===== src/rtl/assert_macros.svh =====
// assertion macros shared by the texture sampler modules
// expects a clock named clk and an active-low reset named arst_n in scope
`ifndef ASSERT_MACROS_SVH
`define ASSERT_MACROS_SVH

// property that must hold at every clock edge outside reset
`define ASSERT_ALWAYS(label, prop, msg) \
	label: assert property (@(posedge clk) disable iff (!arst_n) (prop)) else $error(msg);

// consequent checked in the same cycle as the antecedent
`define ASSERT_SAME(label, ante, cons, msg) \
	label: assert property (@(posedge clk) disable iff (!arst_n) (ante) |-> (cons)) else $error(msg);

// consequent checked in the cycle after the antecedent
`define ASSERT_NEXT(label, ante, cons, msg) \
	label: assert property (@(posedge clk) disable iff (!arst_n) (ante) |=> (cons)) else $error(msg);

`endif


===== src/rtl/tns_pkg.sv =====
// shared types and constants of the nearest-neighbor texture sampler
// used by every module of the block; depends on nothing
package tns_pkg;

	// texture store geometry
	localparam int TEXELS = 65536;
	localparam int ADDR_W = $clog2(TEXELS);

	// field widths
	localparam int SIZE_W = 9;
	localparam int FRAC_W = 16;
	localparam int CHAN_W = 8;
	localparam int TEXEL_W = 4 * CHAN_W;
	localparam int DEST_W = 20;
	localparam int INDEX_W = 16;
	localparam int LIN_W = 2 * SIZE_W + 1;

	// decoupling queue
	localparam int FIFO_DEPTH = 4;
	localparam int FIFO_PTR_W = $clog2(FIFO_DEPTH);
	localparam int FIFO_CNT_W = $clog2(FIFO_DEPTH + 1);

	localparam logic [CHAN_W-1:0] ALPHA_OPAQUE = 8'd255;

	typedef enum logic [1:0] {
		REG_TEX_WIDTH  = 2'd0,
		REG_TEX_HEIGHT = 2'd1,
		REG_HAS_ALPHA  = 2'd2
	} reg_idx_t;

	typedef enum logic {
		KIND_LOAD   = 1'b0,
		KIND_SAMPLE = 1'b1
	} kind_t;

	typedef struct packed {
		logic [SIZE_W-1:0] tex_width;
		logic [SIZE_W-1:0] tex_height;
		logic              has_alpha;
	} cfg_t;

	// one classified item on its way from front to back
	typedef struct packed {
		kind_t              kind;
		logic               load_ok;
		logic [ADDR_W-1:0]  addr;
		logic [TEXEL_W-1:0] texel;
		logic [DEST_W-1:0]  dest;
	} item_t;

endpackage


===== src/rtl/tns_regs.sv =====
// configuration register file behind the apb port
// depends on tns_pkg
module tns_regs (
	input  logic                     clk,
	input  logic                     arst_n,
	input  logic                     psel,
	input  logic                     penable,
	input  logic                     pwrite,
	input  logic [3:0]               paddr,
	input  logic [31:0]              pwdata,
	output logic [31:0]              prdata,
	output logic                     pready,
	output tns_pkg::cfg_t            cfg
);

	tns_pkg::cfg_t    cfg_q;
	tns_pkg::reg_idx_t idx;
	logic             wr_en;

	assign idx = tns_pkg::reg_idx_t'(paddr[3:2]);
	assign wr_en = psel && penable && pwrite;
	assign pready = 1'b1;
	assign cfg = cfg_q;

	// register writes
	always_ff @(posedge clk or negedge arst_n) begin
		if (!arst_n) begin
			cfg_q.tex_width  <= tns_pkg::SIZE_W'(1);
			cfg_q.tex_height <= tns_pkg::SIZE_W'(1);
			cfg_q.has_alpha  <= 1'b0;
		end else if (wr_en) begin
			unique case (idx)
				tns_pkg::REG_TEX_WIDTH:  cfg_q.tex_width  <= pwdata[tns_pkg::SIZE_W-1:0];
				tns_pkg::REG_TEX_HEIGHT: cfg_q.tex_height <= pwdata[tns_pkg::SIZE_W-1:0];
				tns_pkg::REG_HAS_ALPHA:  cfg_q.has_alpha  <= pwdata[0];
				default: ;
			endcase
		end
	end

	// read mux
	always_comb begin
		unique case (idx)
			tns_pkg::REG_TEX_WIDTH:  prdata = 32'(cfg_q.tex_width);
			tns_pkg::REG_TEX_HEIGHT: prdata = 32'(cfg_q.tex_height);
			tns_pkg::REG_HAS_ALPHA:  prdata = 32'(cfg_q.has_alpha);
			default:                 prdata = '0;
		endcase
	end

endmodule


===== config.mk =====
export PLATFORM = sky130hd
export DESIGN_NAME = tns_regs
export DESIGN_NICKNAME = d
export VERILOG_FILES = /design/src/rtl/assert_macros.svh /design/src/rtl/tns_pkg.sv /design/src/rtl/tns_regs.sv
export SDC_FILE = /design/constraint.sdc
export NUM_CORES = 1
export LEC_CHECK = 0
export ABC_AREA = 1
export BUFFER_PORTS_ARGS = -buffer_cell sky130_fd_sc_hd__buf_4
export CAP_MARGIN = 40
export CELL_PAD_IN_SITES_DETAIL_PLACEMENT = 1
export CELL_PAD_IN_SITES_GLOBAL_PLACEMENT = 2
export CORE_MARGIN = 1
export CORE_UTILIZATION = 19
export CTS_BUF_LIST = sky130_fd_sc_hd__clkbuf_4
export DETAILED_ROUTE_END_ITERATION = 7
export PLACE_DENSITY_LB_ADDON = 0.1
export RECOVER_POWER = 50
export SYNTH_ARGS = -nofsm -noshare
export SYNTH_HDL_FRONTEND = slang
export SYNTH_SLANG_ARGS = --single-unit
export TNS_END_PERCENT = 50

===== constraint.sdc =====
create_clock -name clk -period 0.95 [get_ports clk]
set_clock_uncertainty 0.2 [all_clocks]
set_input_delay 0.0475 -clock clk [delete_from_list [all_inputs] [get_ports clk]]
set_output_delay 0.0475 -clock clk [all_outputs]
set_load 0.05 [all_outputs]

; Yosys cells after proc, flatten, opt, wreduce, memory -nomap -nowiden
; Index checks and enable logic that the tools add are counted.
[totals]
ff_bits = 19
inputBits = 41
output_inout_bits = 52
[classes]
n_eq_ne = 2
muxes = 1
reduce_logical = 6
[op_table]
columns = op, n
row1 = $pmux 9 s3, 1
row2 = $reduce_and 2->1, 3
row3 = $eq 2x1->1 const B, 1
row4 = $eq 2x2->1 const B, 1
row5 = $logic_and 1x1->1, 2
row6 = $logic_not 2->1, 1

; Depth between registers and ports, before layout
; Gate-level depths: netlist of the first run.
[logic_depth]
word_depth = 3
depth_mapped = 6
depth_no_buf = 6

; Least setup slack after synthesis of the first run
; Ideal clock, no wire load.
[synth_path]
path_kind = register -> output
start = register cfg_q (netlist bit cfg[10])
end = output port prdata[0]
arrival_ns = 1.136
setup_slack_ns = -0.433
stages_incl_launch_ff = 3
n_path_buf = 0
path_cell_list = dfstp_2 > nand2_1 > nand3_1
[synth_via]
elab_chain_cells = 1
[synth_rtl]
columns = item, line
row1 = from (decl), tns_regs.sv:16  ; tns_pkg::cfg_t cfg_q;
row2 = $pmux 9 s3, tns_regs.sv:43  ; unique case (idx)
row3 = to (decl), tns_regs.sv:11  ; output logic [31:0] prdata,
; No other way between the ends.

; Worst setup path after layout of the first run
; Ends and elaborated chain as after synthesis.

==> results.json, run 1 <==
{
  "clkTransAtPathRegs_ps": 120,
  "numCtsBuffers": 3,
  "rr_endpoint": "cfg[1]$_DFFE_PN1P_",
  "vias": 1069,
  "yosysSeqAreaShare_pct": 42.1,
  "yosys_warnings": 0,
  "synth_area_per_cell_um2": 7.78,
  "wl_um": 3550,
  "startpoint_type": "register",
  "clockBufferDepth": 2,
  "globalplace.congestion": 0.720,
  "dp.cells": 266,
  "worst-path-max-fanout": 2,
  "grt_pass1_vias": 1109,
  "rsz0062_at_grt": "yes",
  "holdBufCountCts": 10,
  "min_period_ps": 1390,
  "clk_latency_ps": 300,
  "yosysUniqueCellTypes": 14,
  "ys_top_cells_by_count": "86 x nand2_1, 24 x buf_4, 17 x dfrtp_1",
  "hp-class": "in2reg",
  "remaining_drc_errors": 0,
  "status": "finished, violations left",
  "power.density_nw_per_um2": 1890,
  "viasPerCell": 3.72,
  "critical_path_class": "reg2out",
  "antenna_found_initial": 0,
  "die-area_um2": 6290,
  "synthDominantCellAreaShare_pct": 37.4,
  "synth_top_cell_by_area": "dfrtp_1",
  "violations": "hold timing, setup timing",
  "crit_arrival_ps": 1140,
  "crit_required_ps": 700,
  "fin_cells": 287,
  "nets": 257,
  "finalWorstSetupSlack_ps": -441,
  "synth_area_leaders": "dfrtp_1 37%, nand2_1 28%, buf_4 16%, dfstp_2 4.6%, nor2_8 3.5%",
  "cts_tree": "done",
  "area_delta_synth_final_pct": 78.1,
  "ff2ff_path_depth": 3,
  "drt_iter0_markers": 18,
  "clock_sinks": 19,
  "synth-edff-count": 0,
  "min_period_over_period_pct": 146,
  "hold_violations": 9,
  "drive_gt1_share_pct": 54.9,
  "ys_ff_latch": 19,
  "drv_cap": 0,
  "drtAntennaViolNets": 0,
  "grt_overflow": 0,
  "synth_most_common_cell": "nand2_1",
  "largest_reg_flops": 19,
  "worstReg2RegStart": "cfg[1]$_DFFE_PN1P_",
  "firstDrtPassIters": 4,
  "finalSetupViolCount": 32,
  "synthCells": 146,
  "io_pins": 93,
  "fin_util_pct": 35.9,
  "hpwl_um": 2650,
  "antennaDiodeCount": 0,
  "ctsHtreeMaxLevel": 1,
  "slew_violations": 0,
  "grt_max_degree": 20,
  "r2r_slack_ps": -80,
  "portBuffers": 43,
  "hold_slack_ps": -78.4,
  "grt_usage_pct": 11.8,
  "syn_area_um2": 1140,
  "timing.fmax_mhz": 719,
  "min_path_cells": 5,
  "worst_hold_path.endpoint": "cfg[1]$_DFFE_PN1P_",
  "core_area_um2": 5640,
  "die_y_um": 79.3,
  "core.rowCount": 27,
  "synth-main-ff-cell": "dfrtp_1",
  "endpoint_kind": "output port",
  "min_from": "penable",
  "async_reset_ff_share_pct": 100,
  "clk_root_buffer_cell": "clkbuf_4",
  "grt_pass1_wl_um": 5490,
  "fp.dieW_um": 79.3,
  "ir_drop_uv": 727,
  "initial_core_util_pct": 20.1,
  "leakagePower_nw": 1.05,
  "avgRoutedWirePerCell_um": 12.4
}
[power by group]
group,switching (W),internal (W),total (W)
sequential,0.000168,0.00101,0.00118
combinational,0.00139,0.000811,0.00220
clock,0.000279,0.000157,0.000436
total,0.00184,0.00198,0.00382
[critical path, cell delays in order, from the launching register on]
cell and delay [ps]:
dfstp_2 560, nand2_2 60, nand3_4 80, buf_8 140
[worst max path at each step]
stage | slack (ps) | from | end
after CTS | -480 | cfg[1]$_DFFE_PN1P_ | prdata[0]
after floorplan | -260 | cfg[1]$_DFFE_PN1P_ | prdata[0]
final | -440 | cfg[10]$_DFFE_PN1P_ | prdata[0]
after global routing | -490 | cfg[10]$_DFFE_PN1P_ | prdata[0]
after global placement | -140 | cfg[1]$_DFFE_PN1P_ | prdata[0]
after detailed placement | -160 | cfg[1]$_DFFE_PN1P_ | prdata[0]
[final cells by class]
cell class / instances / area [um^2]
Clock inverter: 1 / 5.00
Sequential cell: 19 / 499
Multi-Input combinational cell: 121 / 661
Tap cell: 72 / 90.1
Timing Repair Buffer: 67 / 726
Inverter: 4 / 20.0
Clock buffer: 3 / 22.5
Fill cell: 655 / 3620
[metrics by stage]
step	setup WS (ps)	total power (W)	area, um^2	TNS (ps)
after floorplan	-260	0.00251	1360	-1230
after global placement	-142	0.00299	1680	-2690
after detailed placement	-157	0.00301	1680	-3070
after CTS	-476	0.00371	1930	-8010
after global routing	-487	0.00402	2020	-9630
final	-441	0.00382	2020	-8050
[repair_timing]
item	CTS	global route
endpoints found under the hold margin	38	26
gates resized for setup	33	11
endpoints found under the setup margin	30	31
pin swaps	3	12
setup buffers	0	7
[layer usage]
metal	part of all wire, %	routed length [um]	global-route usage [%]	up-vias
met1	47	1670	15.3	502
met2	48	1700	20.1	36
met3	4.9	175	2.30	2
met5	0	0	0	-
li1	-	-	-	529
met4	0.25	9	2.18	0
[placed cells by master (no fill, tap or decap)]
master / instances
clkbuf_4: 3
dfrtp_2: 17
nor2_4: 2
nand3_1: 1
buf_2: 1
nand2_1: 59
conb_1: 24
buf_12: 4
inv_2: 1
buf_4: 19
inv_1: 2
buf_6: 26
nor2_8: 2
dfstp_2: 2
dlygate4sd3_1: 10
nand2_2: 19
buf_8: 7
nand3_4: 2
nor2_1: 1
clkinv_2: 1
inv_6: 1
nand2_4: 11
[kinds of logic (layout without fill, tap and decap cells)]
kind of cell	Yosys count	after routing	share of synthesized area, %
AND/OR/NAND/NOR	97	97	39.6
flip-flops	19	19	42.1
other	2	24	0.661
buffers and inverters	28	75	17.6
No activity file was read; power rests on OpenSTA's default activity.
==> inputs of run 2 (changes only) <==
TNS_END_PERCENT = 1   (was 50)
==> run 2 against run 1 <==
The flow still finishes with violations (hold timing, setup timing). Cell count is 3.1% lower. Worst hold slack better by 17 ps. Critical path depth did not move. Register-to-register slack barely moved. Sequential share of layout area up 2.5 points. Core utilization shrank 3.3 points. Sequential cell count unchanged. Via count shrank 2.2%. Clock-buffer cell count grew 1. Critical endpoint unchanged.
==> results.json, run 2 (synthesis results as in run 1) <==
{
  "status": "finished, violations left",
  "violations": "hold timing, setup timing",
  "clockPowerShare_pct": 12.6,
  "grt_max_degree": 20,
  "setup-tns-final_ps": -7170,
  "avgRoutedWirePerCell_um": 12.1,
  "io_pins": 93,
  "remaining_drc_errors": 0,
  "core_area_um2": 5640,
  "ctsHtreeMaxLevel": 1,
  "timing.fmax_mhz": 718,
  "r2r_slack_ps": -70,
  "startpoint_type": "register",
  "place_area_um2": 1570,
  "p_total_w": 0.00359,
  "min_from": "penable",
  "cts_tree": "done",
  "relSlewSlack_pct": 65.8,
  "finalSetupViolCount": 29,
  "final_common_cell": "nand2_1",
  "die_y_um": 79.3,
  "min_period_ps": 1390,
  "ff2ff_path_depth": 3,
  "min_period_over_period_pct": 147,
  "drtAntennaViolNets": 0,
  "die-area_um2": 6290,
  "clock_sinks": 19,
  "hp-class": "in2reg",
  "largest_reg_flops": 19,
  "numCtsBuffers": 3,
  "holdBufCountCts": 10,
  "hold_slack_ps": -61.6,
  "drive_gt1_share_pct": 49.5,
  "core.rowCount": 27,
  "worstReg2RegStart": "cfg[1]$_DFFE_PN1P_",
  "final_cell_mix": "66 x nand2_1, 28 x buf_6, 24 x conb_1, 20 x nand2_2, 17 x dfrtp_2",
  "grt_usage_pct": 11.7,
  "portBuffers": 43,
  "clockBufferDepth": 2,
  "rsz0062_at_grt": "yes",
  "internal_power_w": 0.00184,
  "p_comb_share_pct": 54.2,
  "viasPerCell": 3.76,
  "nFillCells": 684,
  "finalWorstSetupSlack_ps": -442,
  "antenna_found_initial": 0,
  "p_sw_w": 0.00175,
  "clk_root_buffer_cell": "clkbuf_4",
  "rr_endpoint": "cfg[1]$_DFFE_PN1P_",
  "grt_overflow": 0,
  "endpoint_kind": "output port",
  "firstDrtPassIters": 2,
  "leakagePower_nw": 0.974,
  "crit_arrival_ps": 1140,
  "design_area_um2": 1840,
  "worst-path-max-fanout": 3,
  "hold_violations": 9,
  "cts_setup_buffers": 0,
  "worst_hold_path.endpoint": "cfg[1]$_DFFE_PN1P_",
  "hpwl_um": 2440,
  "pwr-share-seq_pct": 33.2,
  "crit_required_ps": 700,
  "worstMarginPinSlew_ps": 513,
  "vias": 1046,
  "wl_um": 3370,
  "clk_latency_ps": 300,
  "clkTransAtPathRegs_ps": 110,
  "antennaDiodeCount": 0,
  "ir_drop_uv": 905,
  "grt_pass1_wl_um": 5520,
  "grt_pass1_vias": 1062,
  "drt_iter0_markers": 18,
  "initial_core_util_pct": 20.1,
  "power.density_nw_per_um2": 1960,
  "nets": 248,
  "p_sw_share_pct": 48.7,
  "globalplace.congestion": 0.647,
  "min_path_cells": 5,
  "area_delta_synth_final_pct": 61.8,
  "drv_cap": 0,
  "slew_violations": 0,
  "fp.dieW_um": 79.3,
  "critical_path_class": "reg2out"
}
run 2: worst max-delay path by stage:
stage,cells past startpoint,startpoint,to
floorplan,2,cfg[1]$_DFFE_PN1P_,prdata[0]
global placement,3,cfg[1]$_DFFE_PN1P_,prdata[0]
detailed placement,3,cfg[1]$_DFFE_PN1P_,prdata[0]
CTS,3,cfg[1]$_DFFE_PN1P_,prdata[0]
global route,3,cfg[10]$_DFFE_PN1P_,prdata[0]
finish,3,cfg[10]$_DFFE_PN1P_,prdata[0]
run 2: power by group through the flow:
stage	clock [W]	combinational, W	sequential, W
finish	0.000453	0.00195	0.00119
global placement	0	0.00174	0.00117
floorplan	0	0.000704	0.00174
detailed placement	0	0.00176	0.00117
CTS	0.000480	0.00195	0.00118
global route	0.000524	0.00205	0.00122
run 2: stage by stage:
stage          worst slack (ps)  hold slack (ps)  instances  util [%]
3_5_place_dp               -145             -251        264      27.9
5_1_grt                    -512            -46.9        278      32.6
2_1_floorplan              -260             -448        168         -
6_report                   -442            -61.6        278      32.6
3_3_place_gp               -134             -252        264      27.9
4_1_cts                    -458            -67.5        278      32.1
run 2: final cells by class:
| type | instances | area [um^2] | share of cell area [%] |
|---|---|---|---|
| multi-input cells | 121 | 603 | 32.8 |
| repair buffers | 58 | 596 | 32.4 |
| flip-flops and latches | 19 | 499 | 27.2 |
| well taps | 72 | 90.1 | 4.90 |
| clock buffers | 4 | 30.0 | 1.63 |
| inverters | 4 | 20.0 | 1.09 |
run 2: routing by layer:
metal  track usage [%]  routed length (um)  share of wire, %  vias up
met5                 0                   0                 0        -
met2              21.1                1760                52       39
met3              2.64                 142               4.2        0
met1              14.5                1470                44      498
met4              1.09                   0                 0        0
li1                  -                   -                 -      509
run 2: timing repair:
item | in CTS | in global routing
pin swaps | 0 | 4
endpoints found under the setup margin | 30 | 31
resized for setup | 29 | 11
endpoints found under the hold margin | 38 | 26
run 2: worst max-delay path, stage by stage (launching register included):
cell	delay, ps
dfstp_2	570
nand2_2	60
nand3_4	80
buf_8	140
