**src/rtl/assert_macros.svh**
```systemverilog
// assertion macros shared by the texture sampler modules
// expects a clock named clk and an active-low reset named arst_n in scope
`ifndef ASSERT_MACROS_SVH
`define ASSERT_MACROS_SVH

// property that must hold at every clock edge outside reset
`define ASSERT_ALWAYS(label, prop, msg) \
	label: assert property (@(posedge clk) disable iff (!arst_n) (prop)) else $error(msg);

// consequent checked in the same cycle as the antecedent
`define ASSERT_SAME(label, ante, cons, msg) \
	label: assert property (@(posedge clk) disable iff (!arst_n) (ante) |-> (cons)) else $error(msg);

// consequent checked in the cycle after the antecedent
`define ASSERT_NEXT(label, ante, cons, msg) \
	label: assert property (@(posedge clk) disable iff (!arst_n) (ante) |=> (cons)) else $error(msg);

`endif

```
**src/rtl/tns_pkg.sv**
```systemverilog
// shared types and constants of the nearest-neighbor texture sampler
// used by every module of the block; depends on nothing
package tns_pkg;

	// texture store geometry
	localparam int TEXELS = 65536;
	localparam int ADDR_W = $clog2(TEXELS);

	// field widths
	localparam int SIZE_W = 9;
	localparam int FRAC_W = 16;
	localparam int CHAN_W = 8;
	localparam int TEXEL_W = 4 * CHAN_W;
	localparam int DEST_W = 20;
	localparam int INDEX_W = 16;
	localparam int LIN_W = 2 * SIZE_W + 1;

	// decoupling queue
	localparam int FIFO_DEPTH = 4;
	localparam int FIFO_PTR_W = $clog2(FIFO_DEPTH);
	localparam int FIFO_CNT_W = $clog2(FIFO_DEPTH + 1);

	localparam logic [CHAN_W-1:0] ALPHA_OPAQUE = 8'd255;

	typedef enum logic [1:0] {
		REG_TEX_WIDTH  = 2'd0,
		REG_TEX_HEIGHT = 2'd1,
		REG_HAS_ALPHA  = 2'd2
	} reg_idx_t;

	typedef enum logic {
		KIND_LOAD   = 1'b0,
		KIND_SAMPLE = 1'b1
	} kind_t;

	typedef struct packed {
		logic [SIZE_W-1:0] tex_width;
		logic [SIZE_W-1:0] tex_height;
		logic              has_alpha;
	} cfg_t;

	// one classified item on its way from front to back
	typedef struct packed {
		kind_t              kind;
		logic               load_ok;
		logic [ADDR_W-1:0]  addr;
		logic [TEXEL_W-1:0] texel;
		logic [DEST_W-1:0]  dest;
	} item_t;

endpackage

```
**src/rtl/tns_fifo.sv**
```systemverilog
// short queue that decouples the front end from the store access
// depends on tns_pkg
`include "assert_macros.svh"
module tns_fifo (
	input  logic           clk,
	input  logic           arst_n,
	input  logic           in_valid,
	output logic           in_ready,
	input  tns_pkg::item_t in_item,
	output logic           out_valid,
	input  logic           out_ready,
	output tns_pkg::item_t out_item
);

	tns_pkg::item_t                 mem_q [tns_pkg::FIFO_DEPTH];
	logic [tns_pkg::FIFO_PTR_W-1:0] wr_ptr_q, rd_ptr_q;
	logic [tns_pkg::FIFO_CNT_W-1:0] cnt_q;
	logic                           push, pop;

	assign in_ready = (cnt_q != tns_pkg::FIFO_CNT_W'(tns_pkg::FIFO_DEPTH));
	assign out_valid = (cnt_q != '0);
	assign push = in_valid && in_ready;
	assign pop = out_valid && out_ready;
	assign out_item = mem_q[rd_ptr_q];

	// pointers and fill count
	always_ff @(posedge clk or negedge arst_n) begin
		if (!arst_n) begin
			wr_ptr_q <= '0;
			rd_ptr_q <= '0;
			cnt_q    <= '0;
		end else begin
			if (push) begin
				wr_ptr_q <= wr_ptr_q + tns_pkg::FIFO_PTR_W'(1);
			end
			if (pop) begin
				rd_ptr_q <= rd_ptr_q + tns_pkg::FIFO_PTR_W'(1);
			end
			if (push && !pop) begin
				cnt_q <= cnt_q + tns_pkg::FIFO_CNT_W'(1);
			end else if (pop && !push) begin
				cnt_q <= cnt_q - tns_pkg::FIFO_CNT_W'(1);
			end
		end
	end

	// entry storage
	always_ff @(posedge clk) begin
		if (push) begin
			mem_q[wr_ptr_q] <= in_item;
		end
	end

	`ASSERT_ALWAYS(a_fifo_cnt_range, cnt_q <= tns_pkg::FIFO_CNT_W'(tns_pkg::FIFO_DEPTH), "fifo count out of range")
	`ASSERT_NEXT(a_fifo_cnt_up, push && !pop, cnt_q == $past(cnt_q) + tns_pkg::FIFO_CNT_W'(1), "fifo count did not grow on push")

endmodule

```
**config.mk**
```make
export PLATFORM = sky130hd
export DESIGN_NAME = tns_fifo
export DESIGN_NICKNAME = d
export VERILOG_FILES = /design/src/rtl/tns_pkg.sv /design/src/rtl/tns_fifo.sv
export VERILOG_INCLUDE_DIRS = /design/src /design/src/rtl
export SDC_FILE = /design/constraint.sdc
export NUM_CORES = 1
export LEC_CHECK = 0
export CORE_MARGIN = 2
export CORE_UTILIZATION = 67
export DETAILED_ROUTE_END_ITERATION = 8
export DONT_BUFFER_PORTS = 1
export PLACE_DENSITY = 0.81
export SYNTH_ARGS = -nofsm -noshare
export SYNTH_HDL_FRONTEND = slang
export SYNTH_SLANG_ARGS = --single-unit
```
**constraint.sdc**
```tcl
create_clock -name clk -period 8.5 [get_ports clk]
set_input_delay 0.425 -clock clk [delete_from_list [all_inputs] [get_ports clk]]
set_output_delay 0.425 -clock clk [all_outputs]
set_load 0.05 [all_outputs]
```
# After elaboration in Yosys (flattened, before gate mapping)

Memory sizes are Yosys's and may differ from the RTL's.
Cells that the tools add are included.

Logic and storage cells: 21
Flip-flop bits (word level): 7
Input bits: 74
Memories kept: 1
RAM bits: 280

Eq/ne operators: 1
Add/sub/neg operators: 4
Mux-type cells: 4
Reduce and logical (&&, ||, !) cells: 8

Memory list:

| name  | depth | bits a word | rd ports | clocked after Yosys merged registers in | write ports | RTL line       | text |
|---|---|---|---|---|---|---|---|
| mem_q | 4     | 70          | 1        | 0                                       | 1           | tns_fifo.sv:15 | `tns_pkg::item_t mem_q [tns_pkg::FIFO_DEPTH];` |

Operators by type and width:

| operator            | number |
|---|---|
| $mux 3              | 2 |
| $add 2x1->2 const B | 2 |
| $logic_and 1x1->1   | 4 |
| $add 3x1->3 const B | 1 |
| $ne 3x3->1 const B  | 1 |
| $reduce_bool 3->1   | 1 |
| $sub 3x1->3 const B | 1 |
| $logic_not 1->1     | 2 |
| $mux 1              | 2 |
| $reduce_bool 2->1   | 1 |

# Logic depth before layout (Yosys ltp)

Gate-level depths: netlist of run 1.

Depth after elaboration: 6
Mapped depth: 8

# Worst setup path after synthesis of run 1

Ideal clock, no wire load.

Path kind: register -> register
From: register cnt_q[0] in the netlist's numbering
To: memory mem_q[0][0] in the netlist's numbering (enable)
Arrival time: 2.416 ns
Setup slack: 5.648 ns
Library setup time: 0.436 ns
Data required time: 8.064 ns
Path buffers: 0
Stages on the path, launching flop included: 4
Cells stage by stage: dfrtp_1 nor2_1 a21boi_2 and2_1

Longest elaborated chain between the ends: 4

Ends and longest elaborated chain:

| element                      | RTL line       | text |
|---|---|---|
| from (decl)                  | tns_fifo.sv:17 | `logic [tns_pkg::FIFO_CNT_W-1:0] cnt_q;` |
| from (signal assigned)       | tns_fifo.sv:40 | `cnt_q <= cnt_q + tns_pkg::FIFO_CNT_W'(1);` |
| from (signal assigned)       | tns_fifo.sv:42 | `cnt_q <= cnt_q - tns_pkg::FIFO_CNT_W'(1);` |
| $ne 3x3->1                   | tns_fifo.sv:20 | `assign in_ready = (cnt_q != tns_pkg::FIFO_CNT_W'(tns_pkg::FIFO_DEPTH));` |
| $logic_and 1x1->1            | tns_fifo.sv:22 | `assign push = in_valid && in_ready;` |
| via push                     | tns_fifo.sv:18 | `logic push, pop;` |
| $mux 1                       | tns_fifo.sv:49 | `if (push) begin` |
| $mux 1 (implied by the code) | tns_fifo.sv:50 | `mem_q[wr_ptr_q] <= in_item;` |
| to (decl)                    | tns_fifo.sv:15 |  |

The timed path passes the listed nets, and every way through them passes these cells.

==> flow_summary.yaml, run 1 <==
logic_synthesis:
  avgSynthCellArea_sq_um: 26.4
  synthMuxAreaShare: 0.152
  synth-seq-cells: 287
  syn_nets: 481
  synth-xor-area-share: 0.00496
  synth.distinct_cells: 20
  synth_fa_ha_area_frac: 0.00780
  synth_top_family_by_area: "multiplexers"
  synthCells: 401
  synth_compound_area_frac: 0.00106
  syn-cell-area_sq_mm: 0.0106
  yosysWarnings: 0
  synth_seq_area_share: 0.811
  synth-simple-area-share: 0.00484
global_routing:
  grt_max_degree: 72
  grt-ovfl-total: 0
  grt_pass1_wl_mm: 28.4
  antenna_found_initial: 0
  grt_pass1_vias: 4743
  track_usage: 0.233
critical_path:
  crit_fanout: 37
  crit_path_top_delay_cell: "mux4_1"
  crit_type: "reg2out"
  cp_slowest_stage_delay_ps: 920
  path_cells: "buf_4, mux4_1"
  worstSetupEndpointType: "output port"
  startpoint_type: "flop"
  cp.arrival_ps: 3030
  critPathRequiredTime_ps: 8080
timing:
  fin_tns_setup_ps: 0
  relSlewSlack: 0.298
  period_needed_ps: 3460
  drv_slew: 0
  rsz0062_at_grt: "false"
  finClkSkew_ps: 11.2
  max_freq_mhz: 289
  finalHoldViolCount: 0
  worst_slew_pin_slew_ps: 1050
  post-route-period-util: 0.407
  setup_ws_ps: 5040
  fin_hold_ws_ps: 107
  setup-violations-final: 0
clock_tree:
  h-tree-depth: 1
  cts.path.max_buffers: 3
  cts_buffers: 27
  cts_root_buf: "clkbuf_16"
  clk_pin_slew_ps: 60
  ctsResizeCount: 0
  clk_latency_ps: 510
  cts_tree: "done"
  clock_sinks: 287
placed_design:
  placed_cell_area_sq_mm: 0.0107
  gp_congestion: 0.733
  dp_slack_ps: 5470
  dp.cells: 597
  io_buffers: 0
power_and_ir_drop:
  power.density_mw_per_mm2: 397
  p_sw_mw: 1.89
  intPower_mw: 2.97
  vdd_ir_drop_max_v: 0.000302
  total_power_mw: 4.86
  seq_power_share: 0.428
  combinationalPowerShare: 0.339
  clkPwrFrac: 0.233
  power_leakage_nw: 3.92
  swShare: 0.388
detailed_routing:
  final_antenna_net_count: 0
  avgRoutedWirePerCell_um: 26.5
  totalWireLength_mm: 19.0
  drc: 0
  drtIter0Drc: 408
  drtPass1Iterations: 4
  vias: 4435
  via_per_inst: 6.18
die:
  rows: 45
  coreArea_sq_mm: 0.0153
  dieHeight_um: 130
  die_w_um: 130
  die-area_sq_mm: 0.0168
  ios: 146
  start_util: 0.691
layout:
  nets: 566
  drive_gt1_frac: 0.235
  stdcell_area_sq_mm: 0.0122
  fin_cells: 718
  fin_util: 0.800
  area_delta_synth_final_pct: 15.6
worst_hold_path:
  hold_class: "in2reg"
run_status:
  status: "completed"
job:
  drv_cap: 0
==> power by group through the flow <==
| stage | Combinational [mW] | Clock, mW | Sequential [mW] |
|---|---|---|---|
| 6_report | 1.65 | 1.13 | 2.08 |
| 5_1_grt | 1.71 | 1.21 | 2.11 |
| 4_1_cts | 1.67 | 1.15 | 2.08 |
| 3_5_place_dp | 1.61 | 0 | 2.11 |
| 3_3_place_gp | 1.59 | 0 | 2.08 |
| 2_1_floorplan | 1.62 | 0 | 1.96 |
==> synth_stat cells <==
cell        n  area share
mux4_2     68        0.14
xor2_1      2      0.0017
buf_12      7       0.013
buf_2       7      0.0033
xnor2_1     4      0.0033
a21boi_2    1      0.0011
buf_6       1      0.0011
nand2_1     2     0.00071
nand3_1     1     0.00047
edfxtp_1  280        0.79
ha_1        5      0.0059
clkbuf_1    1     0.00035
nor2_1      2     0.00071
mux4_1      2      0.0050
dfrtp_1     7       0.017
mux2_2      2      0.0021
fa_1        1      0.0019
inv_1       3      0.0011
and2_1      4      0.0024
or3_1       1     0.00059
==> path summary, 6_finish.rpt <==
kind,startpoint,slack (ps),end,cells past startpoint
max in group asynchronous,arst_n,7960,rd_ptr_q[0],1
min in group asynchronous,arst_n,250,wr_ptr_q[0],1
max reg2reg,cnt_q[1],6040,cnt_q[2],8
min reg2reg,cnt_q[2],540,cnt_q[2],1
min,out_ready,110,rd_ptr_q[0],2
max,rd_ptr_q[0],5040,out_item[66],2
==> worst max-delay path, delay by kind of cell (launching register included) <==
family,cells,cell delay (ps)
buffers and inverters,1,700
DFF,1,880
muxes,1,920
==> cell usage in the layout, fill, tap and decap left out <==
cell type        n
dlygate4sd3_1   71
ha_1             5
a21boi_2         1
inv_1            3
dfrtp_4          2
edfxtp_1       280
bufinv_16        2
clkbuf_16       27
clkinv_2         7
and2_4           4
dfrtp_1          5
nand2_1          2
clkinvlp_4       4
diode_2          1
nand3_1          1
clkinv_1         2
xnor2_1          4
mux4_2          68
clkbuf_8         1
or3_1            1
fa_1             1
nor2_1           2
buf_4            1
xor2_1           2
mux2_2           2
clkbuf_1         6
mux4_1           2
==> kinds of logic after synthesis <==
| group | Yosys count |
|---|---|
| AO/OA/AOI/OAI | 1 |
| buffers and inverters | 19 |
| XOR/XNOR | 6 |
| adder cells (fa/ha/maj) | 6 |
| AND/OR/NAND/NOR | 10 |
| multiplexers | 72 |
| flip-flops | 287 |
==> metal layers <==
metal,global-route usage,part of all wire,up-vias
li1,-,-,1884
met2,0.405,0.53,189
met1,0.304,0.37,2339
met4,0.0443,0.011,0
met5,0,0,-
met3,0.0652,0.085,23
==> layout make-up <==
cell class              count  area [sq um]
diodes                      1          2.50
clock buffers              34           712
clock inverters            15           133
fillers                   758          3070
inverters                   3          11.3
multi-input cells          95          1810
flip-flops and latches    287          8590
well taps                 211           264
repair buffers             72           718
==> registers in the layout, summed over array words and instances (netlist names) <==
name and cells:
mem_q 280, cnt_q 3, rd_ptr_q 2, wr_ptr_q 2
==> repair_timing <==
action	in CTS	in global routing
hold endpoints to repair	287	0
setup buffers	0	0
hold buffers	71	0
Note: power is estimated with default switching activity, not from simulation.
==> run 2: changes to the inputs <==
--- a/config.mk
+++ b/config.mk
@@ -7,10 +7,10 @@
 export NUM_CORES = 1
 export LEC_CHECK = 0
 export CORE_MARGIN = 2
-export CORE_UTILIZATION = 67
+export CORE_UTILIZATION = 62
 export DETAILED_ROUTE_END_ITERATION = 8
 export DONT_BUFFER_PORTS = 1
-export PLACE_DENSITY = 0.81
+export PLACE_DENSITY = 0.76
 export SYNTH_ARGS = -nofsm -noshare
 export SYNTH_HDL_FRONTEND = slang
 export SYNTH_SLANG_ARGS = --single-unit
==> constraint.sdc (replaced) <==
create_clock -name clk -period 3.25 [get_ports clk]
set_input_delay 0.1625 -clock clk [delete_from_list [all_inputs] [get_ports clk]]
set_output_delay 0.1625 -clock clk [all_outputs]
set_load 0.05 [all_outputs]
==> run 2 against run 1 <==
Compared with the run above:
- via count increased by 0.18%
- register-to-register slack lost 5200 ps
- combinational power grew to 2.8 times the previous value
- utilization shrank 5.3 points
- final cell count rose by 2.1%
- cell area is 1.5% higher
- sequential cell count is the same
- first-iteration DRC count fell by 46%
- hold slack better by 240 ps
- clock skew fell by 2.3 ps
- critical path type unchanged
- largest cell class unchanged
- largest power group unchanged
==> flow_summary.yaml, run 2 (same netlist as run 1, synthesis figures left out) <==
power_and_ir_drop:
  vdd_ir_drop_max_v: 0.000700
  power.density_mw_per_mm2: 1040
  power_leakage_nw: 4.01
placed_design:
  dp.cells: 612
  dp_slack_ps: 828
  gp_congestion: 0.726
  dpl.hpwl_mm: 9.68
  io_buffers: 0
  placed_cell_area_sq_mm: 0.0108
layout:
  final_common_cell: "edfxtp_1"
  drive_gt1_frac: 0.236
  stdcell_area_sq_mm: 0.0124
  top_regs: "mem_q x280, cnt_q x3"
  area_delta_synth_final_pct: 17.3
  largest_register: "mem_q"
  largest_register_ff_count: 280
  most-common-layout-cells: "edfxtp_1, dlygate4sd3_1, mux4_2, clkbuf_16"
  nets: 575
  fin_cells: 733
critical_path:
  r2r_cells: 8
  crit_type: "reg2out"
  ff2ff_setup_slack_ps: 800
  startpoint_type: "flop"
  worstSetupEndpointType: "output port"
  crit_fanout: 22
  cp.arrival_ps: 2370
  critPathRequiredTime_ps: 3090
clock_tree:
  h-tree-depth: 1
  clk_pin_slew_ps: 60
  cts.path.max_buffers: 3
  cts_root_buf: "clkbuf_16"
  cts_buffers: 27
  clock_sinks: 287
  cts_tree: "done"
  clk_latency_ps: 510
detailed_routing:
  drtIter0Drc: 220
  wl_met3_mm: 1.56
  drtPass1Iterations: 4
  met2_length_mm: 9.83
  totalWireLength_mm: 18.7
  vias: 4443
  drc: 0
  final_antenna_net_count: 0
  avgRoutedWirePerCell_um: 25.5
  drt-met1-wl_mm: 6.87
  via_per_inst: 6.06
  highest_layer: "met4"
timing:
  fin_hold_ws_ps: 345
  fin_tns_setup_ps: 0
  finalHoldViolCount: 0
  period_needed_ps: 2530
  setup-violations-final: 0
  relSlewSlack: 0.608
  setup_ws_ps: 716
  finClkSkew_ps: 8.87
  rsz0062_at_grt: "false"
  drv_slew: 0
  post-route-period-util: 0.780
  worst_slew_pin_slew_ps: 587
  max_freq_mhz: 395
global_routing:
  grt_pass1_wl_mm: 28.3
  grt-ovfl-total: 0
  track_usage: 0.210
  antenna_found_initial: 1
  grt_pass1_vias: 4810
  grt_max_degree: 38
die:
  start_util: 0.636
  ios: 146
  die_w_um: 135
  rows: 47
  dieHeight_um: 135
  coreArea_sq_mm: 0.0166
  die-area_sq_mm: 0.0181
worst_hold_path:
  hold_class: "in2reg"
  whs_path_depth: 1
job:
  drv_cap: 0
run_status:
  status: "completed"
run 2: critical path, cell delays in order, from the launching register on:
cell and delay (ps):
dfrtp_4 710, buf_4 400, mux4_2 730
run 2: stage by stage:
step                      utilization  total power [mW]
final                           0.747              12.9
after detailed placement        0.650              9.84
after global routing            0.747              13.3
after global placement          0.650              9.76
after floorplan                     -              9.35
after CTS                       0.746              13.0
run 2: area by class of cell:
cell class              instances  area, sq um
multi-input cells              95         1810
fillers                       846         4220
inverters                       3         11.3
repair buffers                 81          868
diodes                          1         2.50
well taps                     220          275
clock buffers                  33          698
clock inverters                13          165
flip-flops and latches        287         8590
run 2: final timing paths:
kind	startpoint	to
hold / removal	in_item[14]	mem_q[3][14]
min in group asynchronous	arst_n	rd_ptr_q[0]
setup / recovery	rd_ptr_q[0]	out_item[17]
setup reg to reg	cnt_q[1]	cnt_q[2]
max in group asynchronous	arst_n	rd_ptr_q[1]
hold reg to reg	cnt_q[2]	cnt_q[2]
run 2: routing by layer:
metal | track usage | up-vias
met5 | 0 | -
li1 | - | 1907
met4 | 0.0608 | 0
met1 | 0.268 | 2319
met3 | 0.0571 | 33
met2 | 0.361 | 184
run 2: what timing repair did:
item | 4_1_cts | 5_1_grt
buffers inserted | 0 | 0
gates resized for setup | 0 | 0
hold endpoints to repair | 290 | 0
hold buffers | 74 | 0
run 2: report_power, final:
part           total (mW)  leakage [nW]  switching (mW)  internal (mW)
combinational        4.57         0.938            3.33           1.23
sequential           5.27          2.64           0.371           4.90
clock                3.08         0.425            1.24           1.83
